### src/design/mickey_pkg.sv
package mickey_pkg;

  localparam int NBITS = 100;
  localparam int MAX_BURST = 64;
  localparam int BYTE_COUNT_W = 7;
  localparam int CNT_W = 7;
  localparam int CFG_INDEX_W = 3;
  localparam int CFG_DATA_W = 64;
  localparam int SEED_W = 80;

  // register indexes on the configuration port
  localparam logic [CFG_INDEX_W-1:0] CFG_KEY_UPPER = 3'd0;
  localparam logic [CFG_INDEX_W-1:0] CFG_KEY_LOWER = 3'd1;
  localparam logic [CFG_INDEX_W-1:0] CFG_IV_UPPER = 3'd2;
  localparam logic [CFG_INDEX_W-1:0] CFG_IV_LOWER = 3'd3;
  localparam logic [CFG_INDEX_W-1:0] CFG_IV_LENGTH = 3'd4;

  // request types
  localparam logic REQ_SETUP = 1'b0;
  localparam logic REQ_GENERATE = 1'b1;

  localparam logic [3:0] IV_BYTES_MAX = 4'd10;
  localparam logic [CNT_W-1:0] KEY_LAST = CNT_W'(SEED_W - 1);
  localparam logic [CNT_W-1:0] PRE_LAST = CNT_W'(NBITS - 1);
  localparam logic [BYTE_COUNT_W-1:0] BURST_MAX = BYTE_COUNT_W'(MAX_BURST);

  // control taps between the two registers
  localparam int S_TAP_CR = 34;
  localparam int R_TAP_CR = 67;
  localparam int S_TAP_CS = 67;
  localparam int R_TAP_CS = 33;
  localparam int S_TAP_MIX = 50;
  localparam int LAST_BIT = 99;

  // element i of each table is index i
  localparam logic [0:NBITS-1] TAP_R =
    100'b110111100100110010011110010010_000000011001100110001010101010_110111110001100000011110000111_1110111100;
  localparam logic [0:NBITS-2] CMP_A =
    99'b0000110001011110100101010_1010110100100000001010101_0000101001111001010111111_111010111111010100000011;
  localparam logic [0:NBITS-2] CMP_B =
    99'b0101100101111001010001101_0111011110001101011100001_0001011100011111101011101_111000100001110001001100;
  localparam logic [0:NBITS-1] FBK_A =
    100'b1111010111111110010111111_1111001100000011100100101_0100101111010101000000000_1101000110111001110011000;
  localparam logic [0:NBITS-1] FBK_B =
    100'b1110111000011101001100010_0110010110001100000110110_0010001001001011010100101_0001111011111000000100001;

  typedef struct packed {
    logic clear;
    logic load_iv;
    logic load_key;
    logic step;
    logic mix;
    logic use_din;
    logic capture;
    logic emit;
    logic emit_ack;
    logic emit_last;
  } mickey_cmd_t;

  typedef struct packed {
    logic [CNT_W-1:0] iv_bits;
  } mickey_stat_t;

endpackage

### src/design/mickey_if.sv
interface mickey_req_if import mickey_pkg::*; ();
  logic valid;
  logic ready;
  logic req_type;
  logic [BYTE_COUNT_W-1:0] byte_count;

  modport source (output valid, req_type, byte_count, input ready);
  modport sink (input valid, req_type, byte_count, output ready);
endinterface

interface mickey_res_if ();
  logic valid;
  logic ready;
  logic [7:0] keystream_byte;
  logic last_of_run;
  logic setup_ack;

  modport source (output valid, keystream_byte, last_of_run, setup_ack, input ready);
  modport sink (input valid, keystream_byte, last_of_run, setup_ack, output ready);
endinterface

### src/design/mickey_stream_cipher_keystream_top.sv
// MICKEY 2.0 keystream generator. Load key and IV over the configuration port while the
// block is idle, then send a setup request (req_type 0): it clears both 100-bit registers,
// clocks in the first iv_length_bytes IV bytes (capped at 10) and the 80-bit key MSB first,
// runs 100 preclocks and returns one acknowledge item with setup_ack set. A generate
// request (req_type 1) returns byte_count keystream bytes (capped at 64, none for zero),
// first bit in bit 7, last_of_run on the final one. The datapath clocks the register
// pair once per cycle unless stalled; an output register holds a finished item while
// the next byte is built, and back-pressure stalls the registers only at a byte boundary.
// One request is handled at a time; the next is taken once the current one has put out
// its last item.
module mickey_stream_cipher_keystream_top import mickey_pkg::*; (
  input  logic                   clk,
  input  logic                   rst,
  mickey_req_if.sink             req,
  mickey_res_if.source           res,
  input  logic                   cfg_we,
  input  logic [CFG_INDEX_W-1:0] cfg_index,
  input  logic [CFG_DATA_W-1:0]  cfg_data
);

  mickey_cmd_t cmd;
  mickey_stat_t stat;

  mickey_ctrl u_ctrl (
    .clk        (clk),
    .rst        (rst),
    .in_valid   (req.valid),
    .in_ready   (req.ready),
    .req_type   (req.req_type),
    .byte_count (req.byte_count),
    .out_valid  (res.valid),
    .out_ready  (res.ready),
    .stat       (stat),
    .cmd        (cmd)
  );

  mickey_core u_core (
    .clk            (clk),
    .rst            (rst),
    .cfg_we         (cfg_we),
    .cfg_index      (cfg_index),
    .cfg_data       (cfg_data),
    .cmd            (cmd),
    .stat           (stat),
    .keystream_byte (res.keystream_byte),
    .last_of_run    (res.last_of_run),
    .setup_ack      (res.setup_ack)
  );

endmodule

### src/design/mickey_ctrl.sv
module mickey_ctrl import mickey_pkg::*; (
  input  logic                    clk,
  input  logic                    rst,
  input  logic                    in_valid,
  output logic                    in_ready,
  input  logic                    req_type,
  input  logic [BYTE_COUNT_W-1:0] byte_count,
  output logic                    out_valid,
  input  logic                    out_ready,
  input  mickey_stat_t            stat,
  output mickey_cmd_t             cmd
);

  localparam logic [2:0] ST_IDLE = 3'd0;
  localparam logic [2:0] ST_IV   = 3'd1;
  localparam logic [2:0] ST_KEY  = 3'd2;
  localparam logic [2:0] ST_PRE  = 3'd3;
  localparam logic [2:0] ST_ACK  = 3'd4;
  localparam logic [2:0] ST_GEN  = 3'd5;

  logic [2:0] state, state_next;
  logic [CNT_W-1:0] cnt, cnt_next;
  logic [BYTE_COUNT_W-1:0] bytes_left, bytes_left_next;
  logic [2:0] bit_idx, bit_idx_next;
  logic out_valid_next;
  logic slot_free;
  logic [BYTE_COUNT_W-1:0] burst;

  assign slot_free = !out_valid || out_ready;
  assign burst = (byte_count > BURST_MAX) ? BURST_MAX : byte_count;
  assign in_ready = (state == ST_IDLE);

  always_comb begin
    cmd = '0;
    state_next = state;
    cnt_next = cnt;
    bytes_left_next = bytes_left;
    bit_idx_next = bit_idx;
    case (state)
      ST_IDLE: begin
        if (in_valid) begin
          if (req_type == REQ_SETUP) begin
            cmd.clear = 1'b1;
            cnt_next = '0;
            if (stat.iv_bits != '0) begin
              cmd.load_iv = 1'b1;
              state_next = ST_IV;
            end else begin
              cmd.load_key = 1'b1;
              state_next = ST_KEY;
            end
          end else if (burst != '0) begin
            bytes_left_next = burst;
            bit_idx_next = '0;
            state_next = ST_GEN;
          end
        end
      end
      ST_IV: begin
        cmd.step = 1'b1;
        cmd.mix = 1'b1;
        cmd.use_din = 1'b1;
        cnt_next = cnt + 1'b1;
        if (cnt == stat.iv_bits - 1'b1) begin
          cmd.load_key = 1'b1;
          cnt_next = '0;
          state_next = ST_KEY;
        end
      end
      ST_KEY: begin
        cmd.step = 1'b1;
        cmd.mix = 1'b1;
        cmd.use_din = 1'b1;
        cnt_next = cnt + 1'b1;
        if (cnt == KEY_LAST) begin
          cnt_next = '0;
          state_next = ST_PRE;
        end
      end
      ST_PRE: begin
        cmd.step = 1'b1;
        cmd.mix = 1'b1;
        cnt_next = cnt + 1'b1;
        if (cnt == PRE_LAST) begin
          state_next = ST_ACK;
        end
      end
      ST_ACK: begin
        if (slot_free) begin
          cmd.emit = 1'b1;
          cmd.emit_ack = 1'b1;
          cmd.emit_last = 1'b1;
          state_next = ST_IDLE;
        end
      end
      ST_GEN: begin
        if (bit_idx != 3'd7) begin
          cmd.step = 1'b1;
          cmd.capture = 1'b1;
          bit_idx_next = bit_idx + 1'b1;
        end else if (slot_free) begin
          // eighth bit goes straight into the output register
          cmd.step = 1'b1;
          cmd.emit = 1'b1;
          cmd.emit_last = (bytes_left == BYTE_COUNT_W'(1));
          bit_idx_next = '0;
          bytes_left_next = bytes_left - 1'b1;
          if (bytes_left == BYTE_COUNT_W'(1)) begin
            state_next = ST_IDLE;
          end
        end
      end
      default: begin
        state_next = ST_IDLE;
      end
    endcase
  end

  always_comb begin
    out_valid_next = out_valid;
    if (cmd.emit) begin
      out_valid_next = 1'b1;
    end else if (out_ready) begin
      out_valid_next = 1'b0;
    end
  end

  always_ff @(posedge clk) begin
    if (rst) begin
      state <= ST_IDLE;
      cnt <= '0;
      bytes_left <= '0;
      bit_idx <= '0;
      out_valid <= 1'b0;
    end else begin
      state <= state_next;
      cnt <= cnt_next;
      bytes_left <= bytes_left_next;
      bit_idx <= bit_idx_next;
      out_valid <= out_valid_next;
    end
  end

endmodule

### src/design/mickey_core.sv
module mickey_core import mickey_pkg::*; (
  input  logic                   clk,
  input  logic                   rst,
  input  logic                   cfg_we,
  input  logic [CFG_INDEX_W-1:0] cfg_index,
  input  logic [CFG_DATA_W-1:0]  cfg_data,
  input  mickey_cmd_t            cmd,
  output mickey_stat_t           stat,
  output logic [7:0]             keystream_byte,
  output logic                   last_of_run,
  output logic                   setup_ack
);

  logic [15:0] key_upper, iv_upper;
  logic [63:0] key_lower, iv_lower;
  logic [3:0] iv_length_bytes;
  logic [3:0] iv_bytes;

  logic [NBITS-1:0] reg_r, reg_s, r_next, s_next;
  logic [SEED_W-1:0] seed;
  logic [6:0] acc;
  logic din, dr, cr, cs, fb_r, fb_s, ks_bit;

  assign iv_bytes = (iv_length_bytes > IV_BYTES_MAX) ? IV_BYTES_MAX : iv_length_bytes;
  assign stat.iv_bits = {iv_bytes, 3'b000};

  assign ks_bit = reg_r[0] ^ reg_s[0];
  assign din = cmd.use_din & seed[SEED_W-1];
  assign cr = reg_s[S_TAP_CR] ^ reg_r[R_TAP_CR];
  assign cs = reg_s[S_TAP_CS] ^ reg_r[R_TAP_CS];
  assign dr = cmd.mix ? (din ^ reg_s[S_TAP_MIX]) : din;
  assign fb_r = reg_r[LAST_BIT] ^ dr;
  assign fb_s = reg_s[LAST_BIT] ^ din;

  // one combined clock of both registers
  always_comb begin
    for (int i = 0; i < NBITS; i++) begin
      r_next[i] = ((i == 0) ? 1'b0 : reg_r[(i == 0) ? 0 : i - 1]) ^ (TAP_R[i] & fb_r)
                  ^ (cr & reg_r[i]);
    end
    s_next[0] = 1'b0;
    for (int i = 1; i < NBITS - 1; i++) begin
      s_next[i] = reg_s[i-1] ^ ((reg_s[i] ^ CMP_A[i]) & (reg_s[i+1] ^ CMP_B[i]));
    end
    s_next[NBITS-1] = reg_s[NBITS-2];
    for (int i = 0; i < NBITS; i++) begin
      s_next[i] = s_next[i] ^ ((cs ? FBK_B[i] : FBK_A[i]) & fb_s);
    end
  end

  always_ff @(posedge clk) begin
    if (rst) begin
      key_upper <= '0;
      key_lower <= '0;
      iv_upper <= '0;
      iv_lower <= '0;
      iv_length_bytes <= '0;
    end else if (cfg_we) begin
      case (cfg_index)
        CFG_KEY_UPPER: key_upper <= cfg_data[15:0];
        CFG_KEY_LOWER: key_lower <= cfg_data;
        CFG_IV_UPPER:  iv_upper <= cfg_data[15:0];
        CFG_IV_LOWER:  iv_lower <= cfg_data;
        CFG_IV_LENGTH: iv_length_bytes <= cfg_data[3:0];
        default: begin
        end
      endcase
    end
  end

  always_ff @(posedge clk) begin
    if (rst) begin
      reg_r <= '0;
      reg_s <= '0;
    end else if (cmd.clear) begin
      reg_r <= '0;
      reg_s <= '0;
    end else if (cmd.step) begin
      reg_r <= r_next;
      reg_s <= s_next;
    end
  end

  // seed bits leave MSB first; a load replaces the shift on the phase change
  always_ff @(posedge clk) begin
    if (cmd.load_iv) begin
      seed <= {iv_upper, iv_lower};
    end else if (cmd.load_key) begin
      seed <= {key_upper, key_lower};
    end else if (cmd.step && cmd.use_din) begin
      seed <= {seed[SEED_W-2:0], 1'b0};
    end
  end

  always_ff @(posedge clk) begin
    if (cmd.capture) begin
      acc <= {acc[5:0], ks_bit};
    end
    if (cmd.emit) begin
      keystream_byte <= cmd.emit_ack ? 8'h00 : {acc, ks_bit};
      last_of_run <= cmd.emit_last;
      setup_ack <= cmd.emit_ack;
    end
  end

endmodule

### src/flat_wrapper.sv
// flat-port wrapper written by rule: the top's interface ports become plain ports
module mickey_stream_cipher_keystream_top_flat import mickey_pkg::*;
  (clk, rst, cfg_we, cfg_index, cfg_data, req_valid, req_req_type, req_byte_count, req_ready, res_valid, res_keystream_byte, res_last_of_run, res_setup_ack, res_ready);
  mickey_req_if req_i ();
  mickey_res_if res_i ();
  input  logic clk;
  input  logic rst;
  input  logic cfg_we;
  input  logic [CFG_INDEX_W-1:0] cfg_index;
  input  logic [CFG_DATA_W-1:0] cfg_data;
  input wire logic [$bits(req_i.valid)-1:0] req_valid;
  input wire logic [$bits(req_i.req_type)-1:0] req_req_type;
  input wire logic [$bits(req_i.byte_count)-1:0] req_byte_count;
  output wire logic [$bits(req_i.ready)-1:0] req_ready;
  output wire logic [$bits(res_i.valid)-1:0] res_valid;
  output wire logic [$bits(res_i.keystream_byte)-1:0] res_keystream_byte;
  output wire logic [$bits(res_i.last_of_run)-1:0] res_last_of_run;
  output wire logic [$bits(res_i.setup_ack)-1:0] res_setup_ack;
  input wire logic [$bits(res_i.ready)-1:0] res_ready;
  assign req_i.valid = req_valid;
  assign req_i.req_type = req_req_type;
  assign req_i.byte_count = req_byte_count;
  assign req_ready = req_i.ready;
  assign res_valid = res_i.valid;
  assign res_keystream_byte = res_i.keystream_byte;
  assign res_last_of_run = res_i.last_of_run;
  assign res_setup_ack = res_i.setup_ack;
  assign res_i.ready = res_ready;
  mickey_stream_cipher_keystream_top u_core (.clk(clk), .rst(rst), .req(req_i), .res(res_i), .cfg_we(cfg_we), .cfg_index(cfg_index), .cfg_data(cfg_data));
endmodule
### config.mk
export PLATFORM = sky130hd
export DESIGN_NAME = mickey_stream_cipher_keystream_top_flat
export DESIGN_NICKNAME = d
export VERILOG_FILES = /design/src/design/mickey_pkg.sv /design/src/design/mickey_if.sv /design/src/design/mickey_stream_cipher_keystream_top.sv /design/src/design/mickey_ctrl.sv /design/src/design/mickey_core.sv /design/src/flat_wrapper.sv
export SDC_FILE = /design/constraint.sdc
export NUM_CORES = 1
export LEC_CHECK = 0
export BUFFER_PORTS_ARGS = -buffer_cell sky130_fd_sc_hd__clkbuf_2
export CORE_MARGIN = 2
export CORE_UTILIZATION = 50
export DETAILED_ROUTE_END_ITERATION = 7
export PLACE_DENSITY = 0.66
export SLEW_MARGIN = 40
export SYNTH_ARGS = -nofsm -noshare
export SYNTH_HDL_FRONTEND = slang
export SYNTH_SLANG_ARGS = --single-unit
### constraint.sdc
create_clock -name clk -period 13.05 [get_ports clk]
set_clock_uncertainty 0.2 [all_clocks]
set_input_delay 0.6525 -clock clk [delete_from_list [all_inputs] [get_ports clk]]
set_output_delay 0.6525 -clock clk [all_outputs]
set_load 0.005 [all_outputs]
==> results of run 1 <==
[cells by family after synthesis]
logic type | synth area share [%]
simple gates | 23.1
compound gates | 27.2
flops | 39.9
buf+inv | 5.22
mux | 1.71
xor+xnor | 2.53
fa+ha+maj | 0.329
[power by group through the flow]
stage | Sequential [W] | Clock (W) | Combinational, W
2_1_floorplan | 0.00216 | 0 | 0.00213
3_3_place_gp | 0.00223 | 0 | 0.00245
3_5_place_dp | 0.00224 | 0 | 0.00258
4_1_cts | 0.00222 | 0.00164 | 0.00259
5_1_grt | 0.00227 | 0.00169 | 0.00288
6_report | 0.00223 | 0.00161 | 0.00260
[sequential cells by signal, summed over array words and instances (netlist names), 4 cells and up]
signal	count
u_core.u_core.acc	7
u_core.u_core.iv_length_bytes	4
u_core.u_core.iv_lower	64
u_core.u_core.iv_upper	16
u_core.u_core.key_lower	64
u_core.u_core.key_upper	16
u_core.u_core.keystream_byte	8
u_core.u_core.reg_r	100
u_core.u_core.reg_s	100
u_core.u_core.seed	80
u_core.u_ctrl.bytes_left	7
u_core.u_ctrl.cnt	7
[layer usage]
layer / vias up / global-route usage (%)
met3: 109 / 3.25
met4: 6 / 7.48
li1: 11600 / -
met1: 11800 / 31.0
met2: 668 / 41.3
met5: - / 0
[placed cells by master, fill, tap and decap left out, types with 54 or more instances in the layout]
cell	n
o221a_2	79
nor3_1	57
nand2b_1	60
clkbuf_2	90
o21ai_0	164
o31ai_1	54
a211oi_1	66
or2_0	72
edfxtp_1	97
clkbuf_16	56
nand2_1	528
or3_1	100
nor2_1	188
a21oi_1	307
a22oi_1	115
dfxtp_1	383
and3_1	64
[cell type report]
class                   instances  area, um2
well taps                     688        861
repair buffers                124        810
multi-input cells            2408      14800
clock buffers                  81       1650
fillers                      4700      23600
inverters                      24       92.6
clock inverters                19        250
flip-flops and latches        482      10600
[worst reg2reg max path, cell delays in order (launching register included)]
cell	delay (ns)
dfxtp_1	0.56
nor3_2	0.77
a21o_4	0.74
buf_4	0.73
buf_4	0.73
nor2_1	0.16
a221o_1	0.35
[metrics by stage]
| stage | hold slack [ns] | instances | utilization [%] |
|---|---|---|---|
| floorplan | 0.217 | 3219 | - |
| global placement | 0.220 | 3723 | 51.3 |
| detailed placement | 0.231 | 3726 | 51.5 |
| CTS | 0.0301 | 3826 | 55.1 |
| global route | 0.0521 | 3826 | 55.2 |
| finish | 0.0570 | 3826 | 55.2 |
[path summary, 6_finish.rpt]
kind | start | endpoint | slack, ns
min reg2reg | u_core.u_core.acc[4] | u_core.u_core.acc[5] | 0.25
max | u_core.u_ctrl.state[2] | u_core.u_core.reg_s[63] | 8.70
max reg2reg | u_core.u_ctrl.state[2] | u_core.u_core.reg_s[63] | 8.70
min | cfg_data[54] | u_core.u_core.iv_lower[54] | 0.06
==> results.md, run 1 <==
- Cell family with most CP delay: buffers and inverters
- Peak ir drop on the vdd network: 0.187 mV
- Area contributors post-synth: dfxtp_1 29%, edfxtp_1 11%, nand2_1 7.4%
- Diodes inserted: 0
- R2R depth: 6
- Vias per cell: 6.32
- M1 wire length: 31100 um
- Count leader, synth: nand2_1
- CP required: 13.34 ns
- Die Width: 235 um
- Clock power frac: 25.0%
- Critical path, cell by cell: nor3_2 -> a21o_4 -> buf_4 -> buf_4 -> nor2_1 -> a221o_1
- CTS Sinks: 482
- Post-synth EDFFs: 97
- Most frequent cell on the critical path: buf_4
- Worst-margin pin slew: 0.894 ns
- Internal power: 0.00388 W
- Critical path launch point type: flop
- Hold buffers post-CTS: 0
- Worst hold path depth: 3
- Setup TNS: 0 ns
- Setup WS pre-CTS: 8.70 ns
- Leakage power: 9.77 nW
- Post-CTS Resized: 0
- Critical Path Max Stage Delay: 0.77 ns
- Sw power: 0.00256 W
- Max cap viols: 0
- Sw Ratio: 39.7%
- CTS Buf Count: 53
- I/O pins: 92
- Area leader, netlist: dfxtp_1
- Async set-reset flop share out of synthesis: 0%
- Fin. max-slew vios: 0
- Clock Latency Late Sink: 0.62 ns
- Worst hold path type: primary input to flop
- Slowest-stage cell, CP: nor3_2
- Vias: 24200
- Final nets: 3180
- GRT Total Usage: 23.9%
- Metal3 WL: 3760 um
- Final Hold Viols: 0
- Root Buffer: clkbuf_16
- Overflow after GRT: 0
- Synthesized instance count: 3219
- 1st-iter DRT viols: 2214
- Area after DPL: 27100 um2
- Min setup slack post-route: 8.70 ns
- Top sig layer: met5
- Critical path peak fanout: 68
- Count of cell types in the netlist: 83
- First-pass GRT wire length: 113000 um
- Share of cells above drive strength 1: 12.5%
- Final wirelength: 69500 um
- Pre-Repair DR Iteration Count: 6
- Pwr Total: 0.00644 W
- Type of destination of the critical path: flop
- Post-synth top cells: 528 x nand2_1, 385 x dfxtp_1, 308 x a21oi_1
- Seq pwr share: 34.6%
- RSZ-0062 raised after global routing: no
- Run status: finished clean
- DR DRC count: 0
- Syn-to-layout area delta: 9.05%
- Mapped cell area: 26600 um2
- Largest net degree at the start of global routing: 182
- Max clock buf depth: 3
- Number of global-route vias before repair: 22900
- Headroom to the max-slew limit: 40.4%
- Register bit total from synthesis: 482
- WP depth: 6
- Synthesized Nets: 3306
- WP data arrival: 4.64 ns
- Pwr per Cell Area: 222 nW/um2
- Final period utilization: 33.4%
- Port bufs: 91
- Yosys top cell area share: 28.9%
- Buffers inserted by post-CTS timing repair: 0
- Syn_area_per_cell: 8.28 um2
- Yosys Warn Count: 0
- CP Class: flop to flop
- Setup violators final: 0
- Final min period: 4.35 ns
- Met2 wire length: 33400 um
- FP Rows: 84
- Ys flop type: dfxtp_1
- Highest clock rate: 230 MHz
- Die Ht: 235 um
- Comb pwr share: 40.4%
- Design Area, Final: 29100 um2
- Dpl hpwl: 36800 um
- Initial antenna violation count: 3
- Placer congestion estimate: 0.814
- TritonCTS clock tree: yes
- Worst Path Buf+Inv: 2
- Die Footprint: 55100 um2
- H-tree depth: 2
- Sequential area share after synthesis: 39.9%
- Clk slew on worst S/H paths: 0.07 ns
- Core ar.: 52700 um2
- Remaining antenna violation count: 0
- Wirelength per Cell: 18.2 um
- Starting Density: 50.6%
No activity file was read; power rests on OpenSTA's default activity.
==> run 2: changes to the inputs <==
--- a/config.mk
+++ b/config.mk
@@ -9,7 +9,7 @@
 export CORE_MARGIN = 2
 export CORE_UTILIZATION = 50
 export DETAILED_ROUTE_END_ITERATION = 7
-export PLACE_DENSITY = 0.66
+export PLACE_DENSITY = 0.69
 export SLEW_MARGIN = 40
 export SYNTH_ARGS = -nofsm -noshare
 export SYNTH_HDL_FRONTEND = slang
==> constraint.sdc (replaced) <==
create_clock -name clk -period 3.85 [get_ports clk]
set_clock_uncertainty 0.2 [all_clocks]
set_input_delay 0.1925 -clock clk [delete_from_list [all_inputs] [get_ports clk]]
set_output_delay 0.1925 -clock clk [all_outputs]
set_load 0.005 [all_outputs]
==> run 2 against run 1 <==
Compared with the run above:
- maximum frequency rose by 36%
- clock-buffer cell count rose by 5
- hold slack improved by 0.12 ns
==> results.md, run 2 (synthesis results as in run 1) <==
- Starting Density: 50.6%
- Share of cells above drive strength 1: 12.5%
- TritonCTS clock tree: yes
- CP required: 4.17 ns
- CP Class: flop to flop
- Critical path, cell by cell: buf_4 -> and3b_1 -> a32oi_1 -> a21oi_1 -> nand3_1 -> dlygate4sd3_1 -> a31oi_1
- H-tree depth: 2
- Placer congestion estimate: 0.776
- Core ar.: 52700 um2
- Final Hold Viols: 0
- GRT Total Usage: 23.7%
- Clock Latency Late Sink: 0.61 ns
- Final nets: 3285
- Max clock buf depth: 3
- Post-layout util: 57.1%
- Remaining antenna violation count: 0
- Type of destination of the critical path: flop
- Die Width: 235 um
- Worst-margin pin slew: 0.844 ns
- Root Buffer: clkbuf_16
- Largest net degree at the start of global routing: 149
- Die Footprint: 55100 um2
- Commonest non-fill, non-tap cell in the layout: nand2_1
- Fin. max-slew vios: 0
- Headroom to the max-slew limit: 43.7%
- Initial antenna violation count: 1
- Wirelength per Cell: 17.6 um
- Slowest-stage cell, CP: dlygate4sd3_1
- CTS Sinks: 482
- Die Ht: 235 um
- RSZ-0062 raised after global routing: no
- R2R Path Start: u_core.u_ctrl.state[0]
- WP data arrival: 3.53 ns
- Dpl hpwl: 37600 um
- Syn-to-layout area delta: 12.8%
- Pwr Total: 0.0220 W
- Worst hold path type: primary input to flop
- Final period utilization: 83.4%
- Leakage power: 10.2 nW
- Max cap viols: 0
- First-pass GRT wire length: 113000 um
- Hold path start: cfg_data[44]
- Final min period: 3.21 ns
- Number of global-route vias before repair: 22800
- Clk slew on worst S/H paths: 0.06 ns
- 1st-iter DRT viols: 2558
- CTS Buf Count: 53
- Critical Path Max Stage Delay: 0.61 ns
- Pre-Repair DR Iteration Count: 5
- Critical path launch point type: flop
- Run status: finished clean
- Critical path peak fanout: 12
- Final wirelength: 69300 um
- FP Rows: 84
- Peak ir drop on the vdd network: 0.514 mV
- Overflow after GRT: 0
- Top flop regs: u_core.u_core.reg_r: 100 flops, u_core.u_core.reg_s: 100 flops, u_core.u_core.seed: 80 flops
- Setup TNS: 0 ns
- Most frequent cells in the layout: 528 x nand2_1, 383 x dfxtp_1, 307 x a21oi_1, 188 x nor2_1, 164 x o21ai_0
- Post-CTS Resized: 0
- Vias: 24700
- I/O pins: 92
- Pwr per Cell Area: 733 nW/um2
- Highest clock rate: 311 MHz
- Crit path from: u_core.u_ctrl.state[0]
- Port bufs: 91
- Vias per cell: 6.29
- Setup violators final: 0
- WHS: 0.174 ns
- DR DRC count: 0
-- run 2: cell count changes in the layout (fill, tap and decap cells not counted), moves of 3 or more --
cell	change
clkbuf_16	-3
clkbuf_1	+5
buf_4	+21
dlygate4sd3_1	+85
buf_6	-8
buf_12	+9
clkinv_2	-6
-- run 2: stage by stage --
| stage | instances | area, um2 | setup slack (ns) |
|---|---|---|---|
| after floorplan | 3219 | 26600 | 0.347 |
| after global placement | 3745 | 27300 | 0.721 |
| after detailed placement | 3745 | 27300 | 0.830 |
| after CTS | 3930 | 30100 | 0.697 |
| after global routing | 3931 | 30100 | 0.503 |
| final | 3931 | 30100 | 0.640 |
-- run 2: final timing paths --
| check | to | slack, ns | cells past startpoint |
|---|---|---|---|
| worst max-delay path | u_core.u_ctrl.bytes_left[0] | 0.64 | 7 |
| worst min-delay path | u_core.u_core.iv_lower[44] | 0.17 | 4 |
| worst max register to register | u_core.u_ctrl.bytes_left[0] | 0.64 | 7 |
| worst min register to register | u_core.u_core.acc[4] | 0.25 | 0 |
-- run 2: area by class of cell --
class                           count  area (um2)
Antenna cell                        1        2.50
Clock buffer                       86        1630
Clock inverter                     13         216
Fill cell                        4533       22600
Inverter                           24        92.6
Multi-Input combinational cell   2408       14800
Sequential cell                   482       10600
Tap cell                          688         861
Timing Repair Buffer              229        1870
-- run 2: timing repair --
item / 4_1_cts / 5_1_grt
hold endpoints to repair: 183 / 0
setup buffers: 0 / 0
hold buffers: 86 / 0
-- run 2: worst max-delay path, delay by kind of cell (launching register included) --
kind                   cells  cell delay (ns)
flip-flops                 1             0.59
buffers and inverters      2             0.90
AO/OA/AOI/OAI              3             0.84
AND/OR/NAND/NOR            2             0.61
-- run 2: power breakdown --
part | leakage (nW) | total (W) | internal, W | switching, W
Sequential | 4.05 | 0.00755 | 0.00653 | 0.00102
Combinational | 5.26 | 0.00908 | 0.00366 | 0.00542
Clock | 0.906 | 0.00540 | 0.00323 | 0.00217
-- run 2: layer usage --
layer	wire length [um]	global-route usage, %	up-vias
li1	-	-	11900
met1	30500	31.1	12000
met2	33500	40.4	694
met3	3730	3.29	126
met4	1530	7.40	0
met5	0	0	-
